### config.mk
export PLATFORM = sky130hd
export DESIGN_NAME = rtc_three_wire_master
export DESIGN_NICKNAME = d
export VERILOG_FILES = /design/src/rtcw_pkg.sv /design/src/rtcw_engine.sv /design/src/rtc_three_wire_master.sv
export SDC_FILE = /design/constraint.sdc
export NUM_CORES = 1
export LEC_CHECK = 0
export BUFFER_PORTS_ARGS = -buffer_cell sky130_fd_sc_hd__buf_4
export CORE_ASPECT_RATIO = 0.9
export CORE_MARGIN = 8
export CORE_UTILIZATION = 45
export DETAILED_ROUTE_END_ITERATION = 7
export PLACE_DENSITY = 0.7
export SETUP_SLACK_MARGIN = 0.2
export SLEW_MARGIN = 20
export SYNTH_ARGS = -nofsm -noshare
export SYNTH_HDL_FRONTEND = slang
export SYNTH_SLANG_ARGS = --single-unit
export TNS_END_PERCENT = 10
### constraint.sdc
create_clock -name clk -period 3.3 [get_ports clk]
set_input_delay 0.33 -clock clk [delete_from_list [all_inputs] [get_ports clk]]
set_output_delay 0.33 -clock clk [all_outputs]
set_load 0.05 [all_outputs]
### src/rtcw_pkg.sv
package rtcw_pkg;

	localparam logic [2:0] OP_WRITE_BYTE  = 3'd0;
	localparam logic [2:0] OP_READ_BYTE   = 3'd1;
	localparam logic [2:0] OP_BURST_READ  = 3'd2;
	localparam logic [2:0] OP_BURST_WRITE = 3'd3;
	localparam logic [2:0] OP_TICK        = 3'd4;

	localparam logic [7:0] CMD_BURST_READ  = 8'hBF;
	localparam logic [7:0] CMD_BURST_WRITE = 8'hBE;
	localparam logic [7:0] WEEKDAY_VALUE   = 8'h01;
	localparam logic [7:0] PROTECT_VALUE   = 8'h00;

	// field slots: clock fields first, then the fixed bytes of a burst
	localparam logic [3:0] SLOT_DAY     = 4'd0;
	localparam logic [3:0] SLOT_MONTH   = 4'd1;
	localparam logic [3:0] SLOT_YEAR    = 4'd2;
	localparam logic [3:0] SLOT_HOUR    = 4'd3;
	localparam logic [3:0] SLOT_MINUTE  = 4'd4;
	localparam logic [3:0] SLOT_SECOND  = 4'd5;
	localparam logic [3:0] SLOT_WEEKDAY = 4'd6;
	localparam logic [3:0] SLOT_PROTECT = 4'd7;
	localparam logic [3:0] SLOT_COMMAND = 4'd8;
	localparam int         NUM_FIELDS   = 6;

	typedef logic [NUM_FIELDS-1:0][7:0] fields_t;

	typedef struct packed {
		logic [2:0] operation;
		logic [7:0] address;
		logic [7:0] write_data;
		fields_t    set_fields;
		logic       io_in;
	} item_t;

	typedef struct packed {
		logic       chip_enable;
		logic       serial_clock;
		logic       io_out;
		logic       io_drive;
		logic       done_res;
		logic [7:0] read_byte;
		fields_t    fields;
	} result_t;

	function automatic logic [3:0] burst_slot(input logic [3:0] k);
		logic [3:0] s;
		case (k)
			4'd0:    s = SLOT_COMMAND;
			4'd1:    s = SLOT_SECOND;
			4'd2:    s = SLOT_MINUTE;
			4'd3:    s = SLOT_HOUR;
			4'd4:    s = SLOT_DAY;
			4'd5:    s = SLOT_MONTH;
			4'd6:    s = SLOT_WEEKDAY;
			4'd7:    s = SLOT_YEAR;
			default: s = SLOT_PROTECT;
		endcase
		return s;
	endfunction

	function automatic logic [3:0] total_bytes(input logic [1:0] op);
		logic [3:0] n;
		case (op)
			OP_WRITE_BYTE[1:0]: n = 4'd2;
			OP_READ_BYTE[1:0]:  n = 4'd2;
			OP_BURST_READ[1:0]: n = 4'd8;
			default:            n = 4'd9;
		endcase
		return n;
	endfunction

endpackage

### src/rtcw_engine.sv
module rtcw_engine (
	input  logic            clk,
	input  logic            arst_n,
	input  logic            adv,
	input  rtcw_pkg::item_t item,
	output rtcw_pkg::result_t res
);
	import rtcw_pkg::*;

	logic       busy_q, busy_d;
	logic [1:0] active_op_q, active_op_d;
	logic       half_phase_q, half_phase_d;
	logic [2:0] bit_index_q, bit_index_d;
	logic [3:0] byte_index_q, byte_index_d;
	logic       enable_q, enable_d;
	logic       clock_q, clock_d;
	logic       level_q, level_d;
	logic       drive_q, drive_d;
	logic [7:0] shift_q, shift_d;
	logic [7:0] command_q, command_d;
	logic [7:0] data_q, data_d;
	fields_t    fields_q, fields_d;
	logic       done_d;
	logic       wr;
	logic [3:0] slot;

	function automatic logic is_write(input logic [3:0] k, input logic [1:0] op);
		return (k == 4'd0) || (op == OP_WRITE_BYTE[1:0]) || (op == OP_BURST_WRITE[1:0]);
	endfunction

	function automatic logic [7:0] load_byte(input logic [3:0] k, input logic [1:0] op,
			input logic [7:0] cmd, input logic [7:0] dat, input fields_t f);
		logic [3:0] s;
		logic [7:0] v;
		s = burst_slot(k);
		if (k >= total_bytes(op) || !is_write(k, op))
			v = 8'h00;
		else if (k == 4'd0)
			v = cmd;
		else if (op == OP_WRITE_BYTE[1:0])
			v = dat;
		else if (s == SLOT_WEEKDAY)
			v = WEEKDAY_VALUE;
		else if (s == SLOT_PROTECT || s == SLOT_COMMAND)
			v = PROTECT_VALUE;
		else
			v = f[s[2:0]];
		return v;
	endfunction

	always_comb begin
		busy_d       = busy_q;
		active_op_d  = active_op_q;
		half_phase_d = half_phase_q;
		bit_index_d  = bit_index_q;
		byte_index_d = byte_index_q;
		enable_d     = enable_q;
		clock_d      = clock_q;
		level_d      = level_q;
		drive_d      = drive_q;
		shift_d      = shift_q;
		command_d    = command_q;
		data_d       = data_q;
		fields_d     = fields_q;
		done_d       = 1'b0;
		wr           = is_write(byte_index_q, active_op_q);
		slot         = burst_slot(byte_index_q);

		if (item.operation <= OP_BURST_WRITE) begin
			if (!busy_q) begin
				busy_d       = 1'b1;
				active_op_d  = item.operation[1:0];
				half_phase_d = 1'b0;
				bit_index_d  = '0;
				byte_index_d = '0;
				case (item.operation)
					OP_BURST_READ:  command_d = CMD_BURST_READ;
					OP_BURST_WRITE: command_d = CMD_BURST_WRITE;
					default:        command_d = item.address;
				endcase
				if (item.operation == OP_WRITE_BYTE)
					data_d = item.write_data;
				if (item.operation == OP_BURST_WRITE)
					fields_d = item.set_fields;
				shift_d  = command_d;
				enable_d = 1'b1;
				clock_d  = 1'b0;
				level_d  = 1'b0;
				drive_d  = 1'b0;
			end
		end else if (item.operation == OP_TICK && busy_q) begin
			if (byte_index_q >= total_bytes(active_op_q)) begin
				busy_d       = 1'b0;
				enable_d     = 1'b0;
				clock_d      = 1'b0;
				level_d      = 1'b0;
				drive_d      = 1'b0;
				half_phase_d = 1'b0;
				done_d       = 1'b1;
			end else if (!half_phase_q) begin
				// clock low: put the next bit on the line, or release it
				clock_d      = 1'b0;
				drive_d      = wr;
				level_d      = wr & shift_q[bit_index_q];
				half_phase_d = 1'b1;
			end else begin
				if (!wr)
					shift_d = shift_q | (8'(item.io_in) << bit_index_q);
				clock_d      = 1'b1;
				half_phase_d = 1'b0;
				if (bit_index_q == 3'd7) begin
					bit_index_d = '0;
					if (!wr) begin
						if (active_op_q == OP_READ_BYTE[1:0])
							data_d = shift_d;
						else if (active_op_q == OP_BURST_READ[1:0] &&
								byte_index_q != 4'd0 && slot < SLOT_WEEKDAY)
							fields_d[slot[2:0]] = shift_d;
					end
					byte_index_d = byte_index_q + 4'd1;
					shift_d = load_byte(byte_index_d, active_op_q, command_q, data_q, fields_q);
				end else begin
					bit_index_d = bit_index_q + 3'd1;
				end
			end
		end

		res.chip_enable  = enable_d;
		res.serial_clock = clock_d;
		res.io_out       = drive_d & level_d;
		res.io_drive     = drive_d;
		res.done_res     = done_d;
		res.read_byte    = (done_d && active_op_q == OP_READ_BYTE[1:0]) ? data_q : 8'h00;
		res.fields       = (done_d && active_op_q == OP_BURST_READ[1:0]) ? fields_q : '0;
	end

	always_ff @(posedge clk or negedge arst_n) begin
		if (!arst_n) begin
			busy_q       <= 1'b0;
			active_op_q  <= '0;
			half_phase_q <= 1'b0;
			bit_index_q  <= '0;
			byte_index_q <= '0;
			enable_q     <= 1'b0;
			clock_q      <= 1'b0;
			level_q      <= 1'b0;
			drive_q      <= 1'b0;
		end else if (adv) begin
			busy_q       <= busy_d;
			active_op_q  <= active_op_d;
			half_phase_q <= half_phase_d;
			bit_index_q  <= bit_index_d;
			byte_index_q <= byte_index_d;
			enable_q     <= enable_d;
			clock_q      <= clock_d;
			level_q      <= level_d;
			drive_q      <= drive_d;
		end
	end

	always_ff @(posedge clk) begin
		if (adv) begin
			shift_q   <= shift_d;
			command_q <= command_d;
			data_q    <= data_d;
			fields_q  <= fields_d;
		end
	end

endmodule

### src/rtc_three_wire_master.sv
// Master for a three-wire serial link to a real-time-clock chip.
// Input stream: each beat is a command (write byte, read byte, burst read,
// burst write) or a tick; a tick is one half bit period of the serial link.
// A command seen while a transfer runs is dropped; a tick while idle does
// nothing. Output stream: exactly one beat per input beat, carrying the
// enable, clock and data line levels after that beat, the drive flag, and
// on the tick that ends a transfer tlast high with the read byte or the
// burst-read date and time (zeros otherwise).
// Pipeline: an input beat is registered, its result is computed from that
// register and the transfer state and is then held in the result register.
// Throughput: one beat per cycle while the output does not stall; the state
// update for a beat is a single pass of shallow logic between the input
// and result registers.
// Reset: all control state clears, the link is idle, enable and clock low.
// When the output stalls, the input register holds one pending beat and
// tready falls only once both registers are full.
module rtc_three_wire_master (
	input  logic        clk,
	input  logic        arst_n,
	input  logic        s_axis_tvalid,
	output logic        s_axis_tready,
	// address[7:0], write_data[15:8], set_day[23:16], set_month[31:24],
	// set_year[39:32], set_hour[47:40], set_minute[55:48], set_second[63:56],
	// io_in[64], zero fill above
	input  logic [71:0] s_axis_tdata,
	// operation[2:0]
	input  logic [2:0]  s_axis_tuser,
	output logic        m_axis_tvalid,
	input  logic        m_axis_tready,
	// chip_enable[0], serial_clock[1], io_out[2], io_drive[3], read_byte[11:4],
	// day[19:12], month[27:20], year[35:28], hour[43:36], minute[51:44],
	// second[59:52], zero fill above
	output logic [63:0] m_axis_tdata,
	// done_res
	output logic        m_axis_tlast
);
	import rtcw_pkg::*;

	logic    valid_s1;
	item_t   item_s1;
	logic    m_valid_q;
	result_t result_q;
	result_t res;
	logic    adv;
	logic    take;

	assign adv           = valid_s1 && (!m_valid_q || m_axis_tready);
	assign s_axis_tready = !valid_s1 || adv;
	assign take          = s_axis_tvalid && s_axis_tready;

	rtcw_engine u_engine (
		.clk    (clk),
		.arst_n (arst_n),
		.adv    (adv),
		.item   (item_s1),
		.res    (res)
	);

	always_ff @(posedge clk or negedge arst_n) begin
		if (!arst_n) begin
			valid_s1  <= 1'b0;
			m_valid_q <= 1'b0;
		end else begin
			if (s_axis_tready)
				valid_s1 <= s_axis_tvalid;
			if (adv)
				m_valid_q <= 1'b1;
			else if (m_axis_tready)
				m_valid_q <= 1'b0;
		end
	end

	always_ff @(posedge clk) begin
		if (take) begin
			item_s1.operation     <= s_axis_tuser;
			item_s1.address       <= s_axis_tdata[7:0];
			item_s1.write_data    <= s_axis_tdata[15:8];
			item_s1.set_fields[0] <= s_axis_tdata[23:16];
			item_s1.set_fields[1] <= s_axis_tdata[31:24];
			item_s1.set_fields[2] <= s_axis_tdata[39:32];
			item_s1.set_fields[3] <= s_axis_tdata[47:40];
			item_s1.set_fields[4] <= s_axis_tdata[55:48];
			item_s1.set_fields[5] <= s_axis_tdata[63:56];
			item_s1.io_in         <= s_axis_tdata[64];
		end
		if (adv)
			result_q <= res;
	end

	assign m_axis_tvalid = m_valid_q;
	assign m_axis_tlast  = result_q.done_res;
	assign m_axis_tdata  = {4'h0,
		result_q.fields[5], result_q.fields[4], result_q.fields[3],
		result_q.fields[2], result_q.fields[1], result_q.fields[0],
		result_q.read_byte, result_q.io_drive, result_q.io_out,
		result_q.serial_clock, result_q.chip_enable};

endmodule
# --- Yosys cells after proc, flatten, opt, wreduce, memory -nomap -nowiden ---
# Memories as Yosys holds them, arrays and structs flattened.
# Index checks and enable logic that the tools add are counted.
word_totals:
  output_inout_bits: 67
  inputBits: 79
  wordCells: 216
  memories: 2
  romBits: 64
  ff_bits: 218
memory_table:
  columns: ["memory", "words", "width", "rd", "rd_clocked_by_memory_dff", "write_ports", "line_no", "text"]
  rows:
  - ["(no name shown)", 8, 4, 1, 0, 0, "rtcw_pkg.sv:48", "case (k)"]
  - ["(no name shown)", 8, 4, 1, 0, 0, "rtcw_pkg.sv:48", null]
op_classes:
  reduce_logical: 39
  n_mux: 102
  n_addsub: 2
  n_eq_ne: 16
  bitwise_logic: 4
  order_cmp: 8
  n_shift: 1
ops:
  columns: ["cell", "n"]
  rows:
  - ["48-bit two-way mux", 10]
  - ["8-bit two-way mux", 27]
  - ["4-bit two-way mux", 20]
  - ["48-bit bitwise mux", 1]
  - ["1-bit two-way mux", 33]
  - ["8-bit binary-select mux with 3-bit select", 1]
  - ["8-bit demux with 3-bit select", 1]
  - ["3-bit two-way mux", 6]
  - ["8-bit one-hot mux with 2 select lines", 1]
  - ["2-bit nonzero test", 7]
  - ["3-bit by 4-bit less-than comparator with 1-bit output, second input constant", 3]
  - ["10-bit AND reduction", 1]
  - ["3-bit AND reduction", 3]
  - ["9-bit AND reduction", 1]
  - ["4-bit by 3-bit equality test with 1-bit output, second input constant", 2]
  - ["4-bit >= comparator", 2]
  - ["1-bit logical AND", 8]
  - ["4-bit zero test", 2]
  - ["1-bit logical OR", 8]
  - ["2-bit != test, second input constant", 4]
  - ["8-bit OR", 1]
  - ["4-bit one-hot mux with 2 select lines", 1]
  - ["1-bit by 3-bit << shifter with 8-bit output", 1]
  - ["3-bit by 2-bit equality test with 1-bit output, second input constant", 2]
  - ["20 further kinds", 26]

# --- Longest topological paths before layout ---
logic_depth:
  ltp_word: 21
  ltp_mapped: 11
  ltp_nobuf: 9

# --- By module ---
# From an unflattened synthesis, not the netlist that was laid out.
hier_totals:
  hier_cells: 777
  hier_area_um2: 9859.5
modules_own_cells:
  columns: ["module", "cells_each", "n_inst", "area_each_um2"]
  rows:
  - ["rtcw_engine", 635, 1, 5848.1]
  - ["rtc_three_wire_master", 142, 1, 4011.3]

# --- Worst setup path after synthesis ---
# Ideal clock, no wire load.
synth_timing:
  path_type: "register to register"
  start: "register m_valid_q, in the netlist m_axis_tvalid"
  end: "register u_engine.fields_q[24] (netlist name), enable pin"
  t_arrival_ns: 3.275
  path_stages_with_launch: 7
  slack_ns: -0.275
  setup_ns: 0.299
  path_buffers: 0
  required_ns: 3.001
  period_less_slack_ns: 3.575
  cell_sequence: "dfrtp_1 > nand2b_1 > nand2_1 > clkinv_1 > o21ai_1 > a21o_1 > nor2_1"
synth_between:
  elab_chain_cells: 4
synth_lines:
  columns: ["element", "line_no", "text"]
  rows:
  - ["start: declaration", "rtc_three_wire_master.sv:41", "logic m_valid_q;"]
  - ["start signal: assignment", "rtc_three_wire_master.sv:62", "m_valid_q <= 1'b0;"]
  - ["start signal: assignment", "rtc_three_wire_master.sv:67", "m_valid_q <= 1'b1;"]
  - ["start signal: assignment", "rtc_three_wire_master.sv:69", "m_valid_q <= 1'b0;"]
  - ["1-bit zero test", "rtc_three_wire_master.sv:47", "assign adv = valid_s1 && (!m_valid_q || m_axis_tready);"]
  - ["1-bit logical OR", "rtc_three_wire_master.sv:47", null]
  - ["1-bit logical AND", "rtc_three_wire_master.sv:47", null]
  - ["named net adv", "rtc_three_wire_master.sv:44", "logic adv;"]
  - ["10-bit AND reduction (no source line)", null, null]
  - ["end signal: assignment", "rtcw_engine.sv:166", "fields_q <= fields_d;"]
  - ["end: declaration", "rtcw_engine.sv:22", "fields_t fields_q, fields_d;"]
# The timed path passes the listed nets, and every way through them passes these cells.
# A chain may end at the register's enable or synchronous reset.

# --- Worst setup path after layout ---
layout_timing:
  start: "register u_engine.byte_index_q[1]"
  end: "register u_engine.shift_q[6] (data pin)"
layout_between:
  elab_chain_cells: 20
  elab_cells_between_ends: 38
layout_lines:
  columns: ["element", "line_no", "text"]
  rows:
  - ["start: declaration", "rtcw_engine.sv:14", "logic [3:0] byte_index_q, byte_index_d;"]
  - ["start signal: assignment", "rtcw_engine.sv:153", "byte_index_q <= byte_index_d;"]
  - ["4-bit by 1-bit adder with 4-bit output", "rtcw_engine.sv:120", "byte_index_d = byte_index_q + 4'd1;"]
  - ["memory read 8 x 4 bit", null, null]
  - ["4-bit two-way mux", "rtcw_pkg.sv:48", null]
  - ["4-bit two-way mux", "rtcw_engine.sv:111", "if (bit_index_q == 3'd7) begin"]
  - ["4-bit two-way mux", "rtcw_engine.sv:100", "end else if (!half_phase_q) begin"]
  - ["4-bit two-way mux", "rtcw_engine.sv:92", "if (byte_index_q >= total_bytes(active_op_q)) begin"]
  - ["4-bit two-way mux", "rtcw_engine.sv:91", "end else if (item.operation == OP_TICK && busy_q) begin"]
  - ["4-bit two-way mux", "rtcw_engine.sv:69", "if (item.operation <= OP_BURST_WRITE) begin"]
  - ["[... 5 more ...]", null, null]
  - ["8-bit two-way mux", "rtcw_engine.sv:38", "else if (k == 4'd0)"]
  - ["8-bit two-way mux", "rtcw_engine.sv:36", "if (k >= total_bytes(op) || !is_write(k, op))"]
  - ["8-bit two-way mux *", "rtcw_engine.sv:111", null]
  - ["8-bit two-way mux *", "rtcw_engine.sv:100", null]
  - ["8-bit two-way mux *", "rtcw_engine.sv:92", null]
  - ["8-bit two-way mux *", "rtcw_engine.sv:91", null]
  - ["8-bit two-way mux *", "rtcw_engine.sv:69", null]
  - ["named net u_engine.shift_d[6]", "rtcw_engine.sv:19", "logic [7:0] shift_q, shift_d;"]
  - ["end signal: assignment", "rtcw_engine.sv:163", "shift_q <= shift_d;"]
  - ["end: declaration", "rtcw_engine.sv:19", null]
# Mark *: on every way through the listed nets, which the timed path passes. The rest lies on a longest branch. The select of a mux whose other input is x is not followed.

==> key figures <==
Yosys
  – Syn. warnings: 0
  – Post-Syn Instances: 787
  – Synth cell types: 67
  – Post-synth EDFFs: 201
  – Register bit count reported by yosys: 218
  – Post-synthesis sequential area ratio: 0.658
  – Average instance area after synthesis: 12.5 um2
  – Syn Std Cell Area: 0.00982 mm2
  – Prevailing post-synth register cell: edfxtp_1
  – Ys async rst share: 0.0780

Drt
  – Drt drc: 0
  – Vias: 7041
  – Drt pass-1 iters: 5
  – WL per Instance: 20.3 um
  – Antenna-violating nets left: 0
  – WL final: 26900 um
  – Initial DRC Count: 829
  – Via/cell ratio: 5.32

Place
  – Setup WS pre-CTS: 0.341 ns
  – DP Area: 0.0113 mm2
  – Post-DP HPWL: 19100 um
  – RePlAce Congestion: 1.02
  – IO Port Bufs: 134
  – Dpl cells: 1211

Finish
  – Layout area overhead: 30.3%
  – FILL cells: 1662
  – Fin cells: 1324
  – Nets: 1108
  – Fin area: 0.0128 mm2
  – Share of cells above drive strength 1: 0.226

STA
  – Slew @ Worst Pin: 0.859 ns
  – RSZ-0062 raised after global routing: true
  – Final WS setup: 0.330 ns
  – Final setup viols: 0
  – Max-slew violation count: 0
  – Fin. Hold Viols: 0
  – Setup tns final: 0 ns
  – Hold_ws: 0.0992 ns
  – Clock Skew: 0.0116 ns
  – Fmax: 0.337 GHz
  – Period Utilization, post-route: 0.900
  – Final min period: 2.97 ns
  – Slew HR: 0.427

GRT
  – Vias in the first global route: 7014
  – Met1 usage: 0.290
  – Total Routing Usage GR: 0.199
  – Most Crowded Layer GR: met2
  – Grt met3 use: 0.0430
  – Initial antenna violation count: 1
  – Congestion Overflow GR: 0
  – Global-route wire length before repair: 40700 um
  – Largest net degree at the start of global routing: 101
  – Met2 usage: 0.296

CTS
  – CTS buffer count: 23
  – CTS HTree Levels: 1
  – Post-CTS Setup Bufs: 0
  – CTS tree: yes
  – Clock root buffer: clkbuf_16
  – Longest Clk Path Bufs: 3
  – CTS clk-pin slew, worst paths: 0.06 ns
  – CTS Sinks: 218
  – Clk_lat worst skew: 0.52 ns

Setup path
  – WP data arrival: 3.29 ns
  – Worst EP required: 3.62 ns
  – CP max-delay cell: dfrtp_1
  – Critical path's most frequent cell: ha_1
  – Crit path kind: flip-flop to flip-flop
  – WP buf/inv: 1
  – Crit. End Element: flip-flop
  – Slowest stage delay, CP: 0.55 ns
  – Critical Path Fanout Max: 11
  – Crit-path cells: inv_1 -> ha_1 -> ha_1 -> a21boi_0 -> o31ai_1 -> nand4b_1 -> nor4b_2 -> nand2_1 -> o311ai_1
  – Crit-path leading delay family: simple AND/OR/NAND/NOR gates
  – CP Launch Type: flip-flop

Run status
  – Status: finished clean

Power and ir drop
  – Worst vdd ir: 0.530 mV
  – Leak: 4.95 nW
  – Cell Pwr Density: 567 mW/mm2

Die
  – Area of the core: 0.0215 mm2
  – Die X-Extent: 172 um
  – Top Ports: 146
  – Core Rows: 51
  – Chip Height: 156 um
  – Die area: 0.0268 mm2
  – Initial core utilization: 0.457

Job
  – Max-cap violations: 0

Worst hold path
  – Hold crit path type: input port to flip-flop
power breakdown:
group / internal (mW) / switching (mW) / total [mW]
logic: 0.505 / 0.817 / 1.32
clock network: 1.55 / 1.04 / 2.59
registers: 3.24 / 0.102 / 3.34
total: 5.29 / 1.96 / 7.25
cells in the mapped netlist, types with 2 or more instances:
library cell,number,area share
nand3_1,11,0.0056
a2111oi_2,2,0.0031
nand2b_1,43,0.027
edfxtp_1,201,0.61
a21boi_1,6,0.0046
a31oi_1,4,0.0025
a221oi_1,2,0.0018
mux4_2,2,0.0046
a311oi_1,4,0.0036
nand2_1,60,0.023
o22ai_1,10,0.0064
o22a_1,4,0.0036
o211ai_1,9,0.0069
a32oi_1,2,0.0018
o21ai_1,3,0.0015
buf_2,5,0.0025
nor2b_1,4,0.0025
a31o_2,3,0.0027
mux2_2,4,0.0046
a211oi_1,2,0.0015
xor2_2,2,0.0033
inv_1,22,0.0084
nand4_1,3,0.0019
nor2_1,67,0.026
a21o_1,5,0.0038
a22oi_1,2,0.0015
nor3b_1,2,0.0015
dfrtp_1,17,0.043
mux2i_1,15,0.015
nor3_1,23,0.012
a21oi_2,2,0.0018
a21oi_1,48,0.024
nor4_1,2,0.0013
a21boi_0,2,0.0015
nand3b_1,3,0.0023
a211o_1,6,0.0054
o21ai_0,36,0.018
and3_1,3,0.0019
clkbuf_1,32,0.012
o31ai_1,6,0.0046
ha_1,14,0.018
buf_4,6,0.0046
and2_1,64,0.041
worst min-delay path, cell delays in order:
cell,delay (ns)
buf_4,0.08
nand2b_1,0.11
nand2b_1,0.06
cells in the final DEF, fill, tap and decap left out, types with 4 or more instances in the layout:
cell type	synthesis	layout
o21ai_0	36	36
o22ai_1	10	10
inv_1	22	22
edfxtp_1	201	201
a211o_1	6	6
nor3_1	23	22
nor2b_1	4	4
mux2_2	4	4
a21o_1	5	5
mux2i_1	15	15
ha_1	14	13
o211ai_1	9	9
dfrtp_1	17	17
a21boi_1	6	6
and2_1	64	63
clkbuf_16	0	23
buf_4	6	172
a21oi_1	48	48
o22a_1	4	4
nand2b_1	43	43
nand2_1	60	60
conb_1	1	4
clkinv_2	0	4
o31ai_1	6	6
dlygate4sd3_1	0	70
a311oi_1	4	4
a31oi_1	4	4
clkbuf_1	32	7
nor2_1	67	67
nand3_1	11	11
final timing paths:
kind	slack (ns)	startpoint	depth (start not counted)	end
setup / recovery	0.33	u_engine.byte_index_q[1]	9	u_engine.shift_q[6]
hold / removal	0.1	m_axis_tready	3	m_axis_tvalid
setup reg to reg	0.33	u_engine.byte_index_q[1]	9	u_engine.shift_q[6]
hold reg to reg	0.50	valid_s1	1	m_axis_tvalid
max in group asynchronous	2.89	arst_n	2	u_engine.byte_index_q[0]
min in group asynchronous	0.22	arst_n	2	m_axis_tvalid
sequential cells by signal, indices dropped and copies added, names as in the netlist, 2 cells and up:
signal                 count
item_s1                   68
m_axis_tdata              60
u_engine.fields_q         48
u_engine.command_q         8
u_engine.data_q            8
u_engine.shift_q           8
u_engine.byte_index_q      4
u_engine.bit_index_q       3
u_engine.active_op_q       2
per-layer routing:
layer	wire, um	part of all wire	up-vias
met3	2610	0.097	43
li1	-	-	3323
met1	11900	0.44	3347
met2	11800	0.44	326
met4	501	0.019	2
met5	13	0.00048	-
cell families (layout without fill, tap and decap cells):
family | count (synthesis) | after routing | synth area share
flops | 218 | 218 | 0.658
compound gates | 167 | 167 | 0.110
other cells | 1 | 6 | 0.000382
buf+inv | 68 | 309 | 0.0289
simple gates | 292 | 292 | 0.153
fa+ha+maj | 14 | 14 | 0.0178
xor+xnor | 4 | 4 | 0.00510
mux | 23 | 23 | 0.0274
through the flow:
stage	util	total power, mW
2_1_floorplan	-	4.23
3_3_place_gp	0.527	4.62
3_5_place_dp	0.527	4.64
4_1_cts	0.595	7.27
5_1_grt	0.595	7.52
6_report	0.595	7.25
final cells by class:
cell class / count / area, um2 / area share
Sequential cell: 218 / 6460 / 0.505
Multi-Input combinational cell: 504 / 3100 / 0.242
Timing Repair Buffer: 244 / 2030 / 0.159
Clock buffer: 31 / 616 / 0.0481
Tap cell: 291 / 364 / 0.0284
Clock inverter: 10 / 136 / 0.0107
Inverter: 24 / 91.3 / 0.00714
Antenna cell: 2 / 5.00 / 0.000391
what timing repair did:
item	in CTS	in global routing
setup endpoints to repair	0	15
hold buffers	70	0
hold endpoints to repair	86	0
gates resized for setup	0	1
Power figures use the tool's default switching activity.
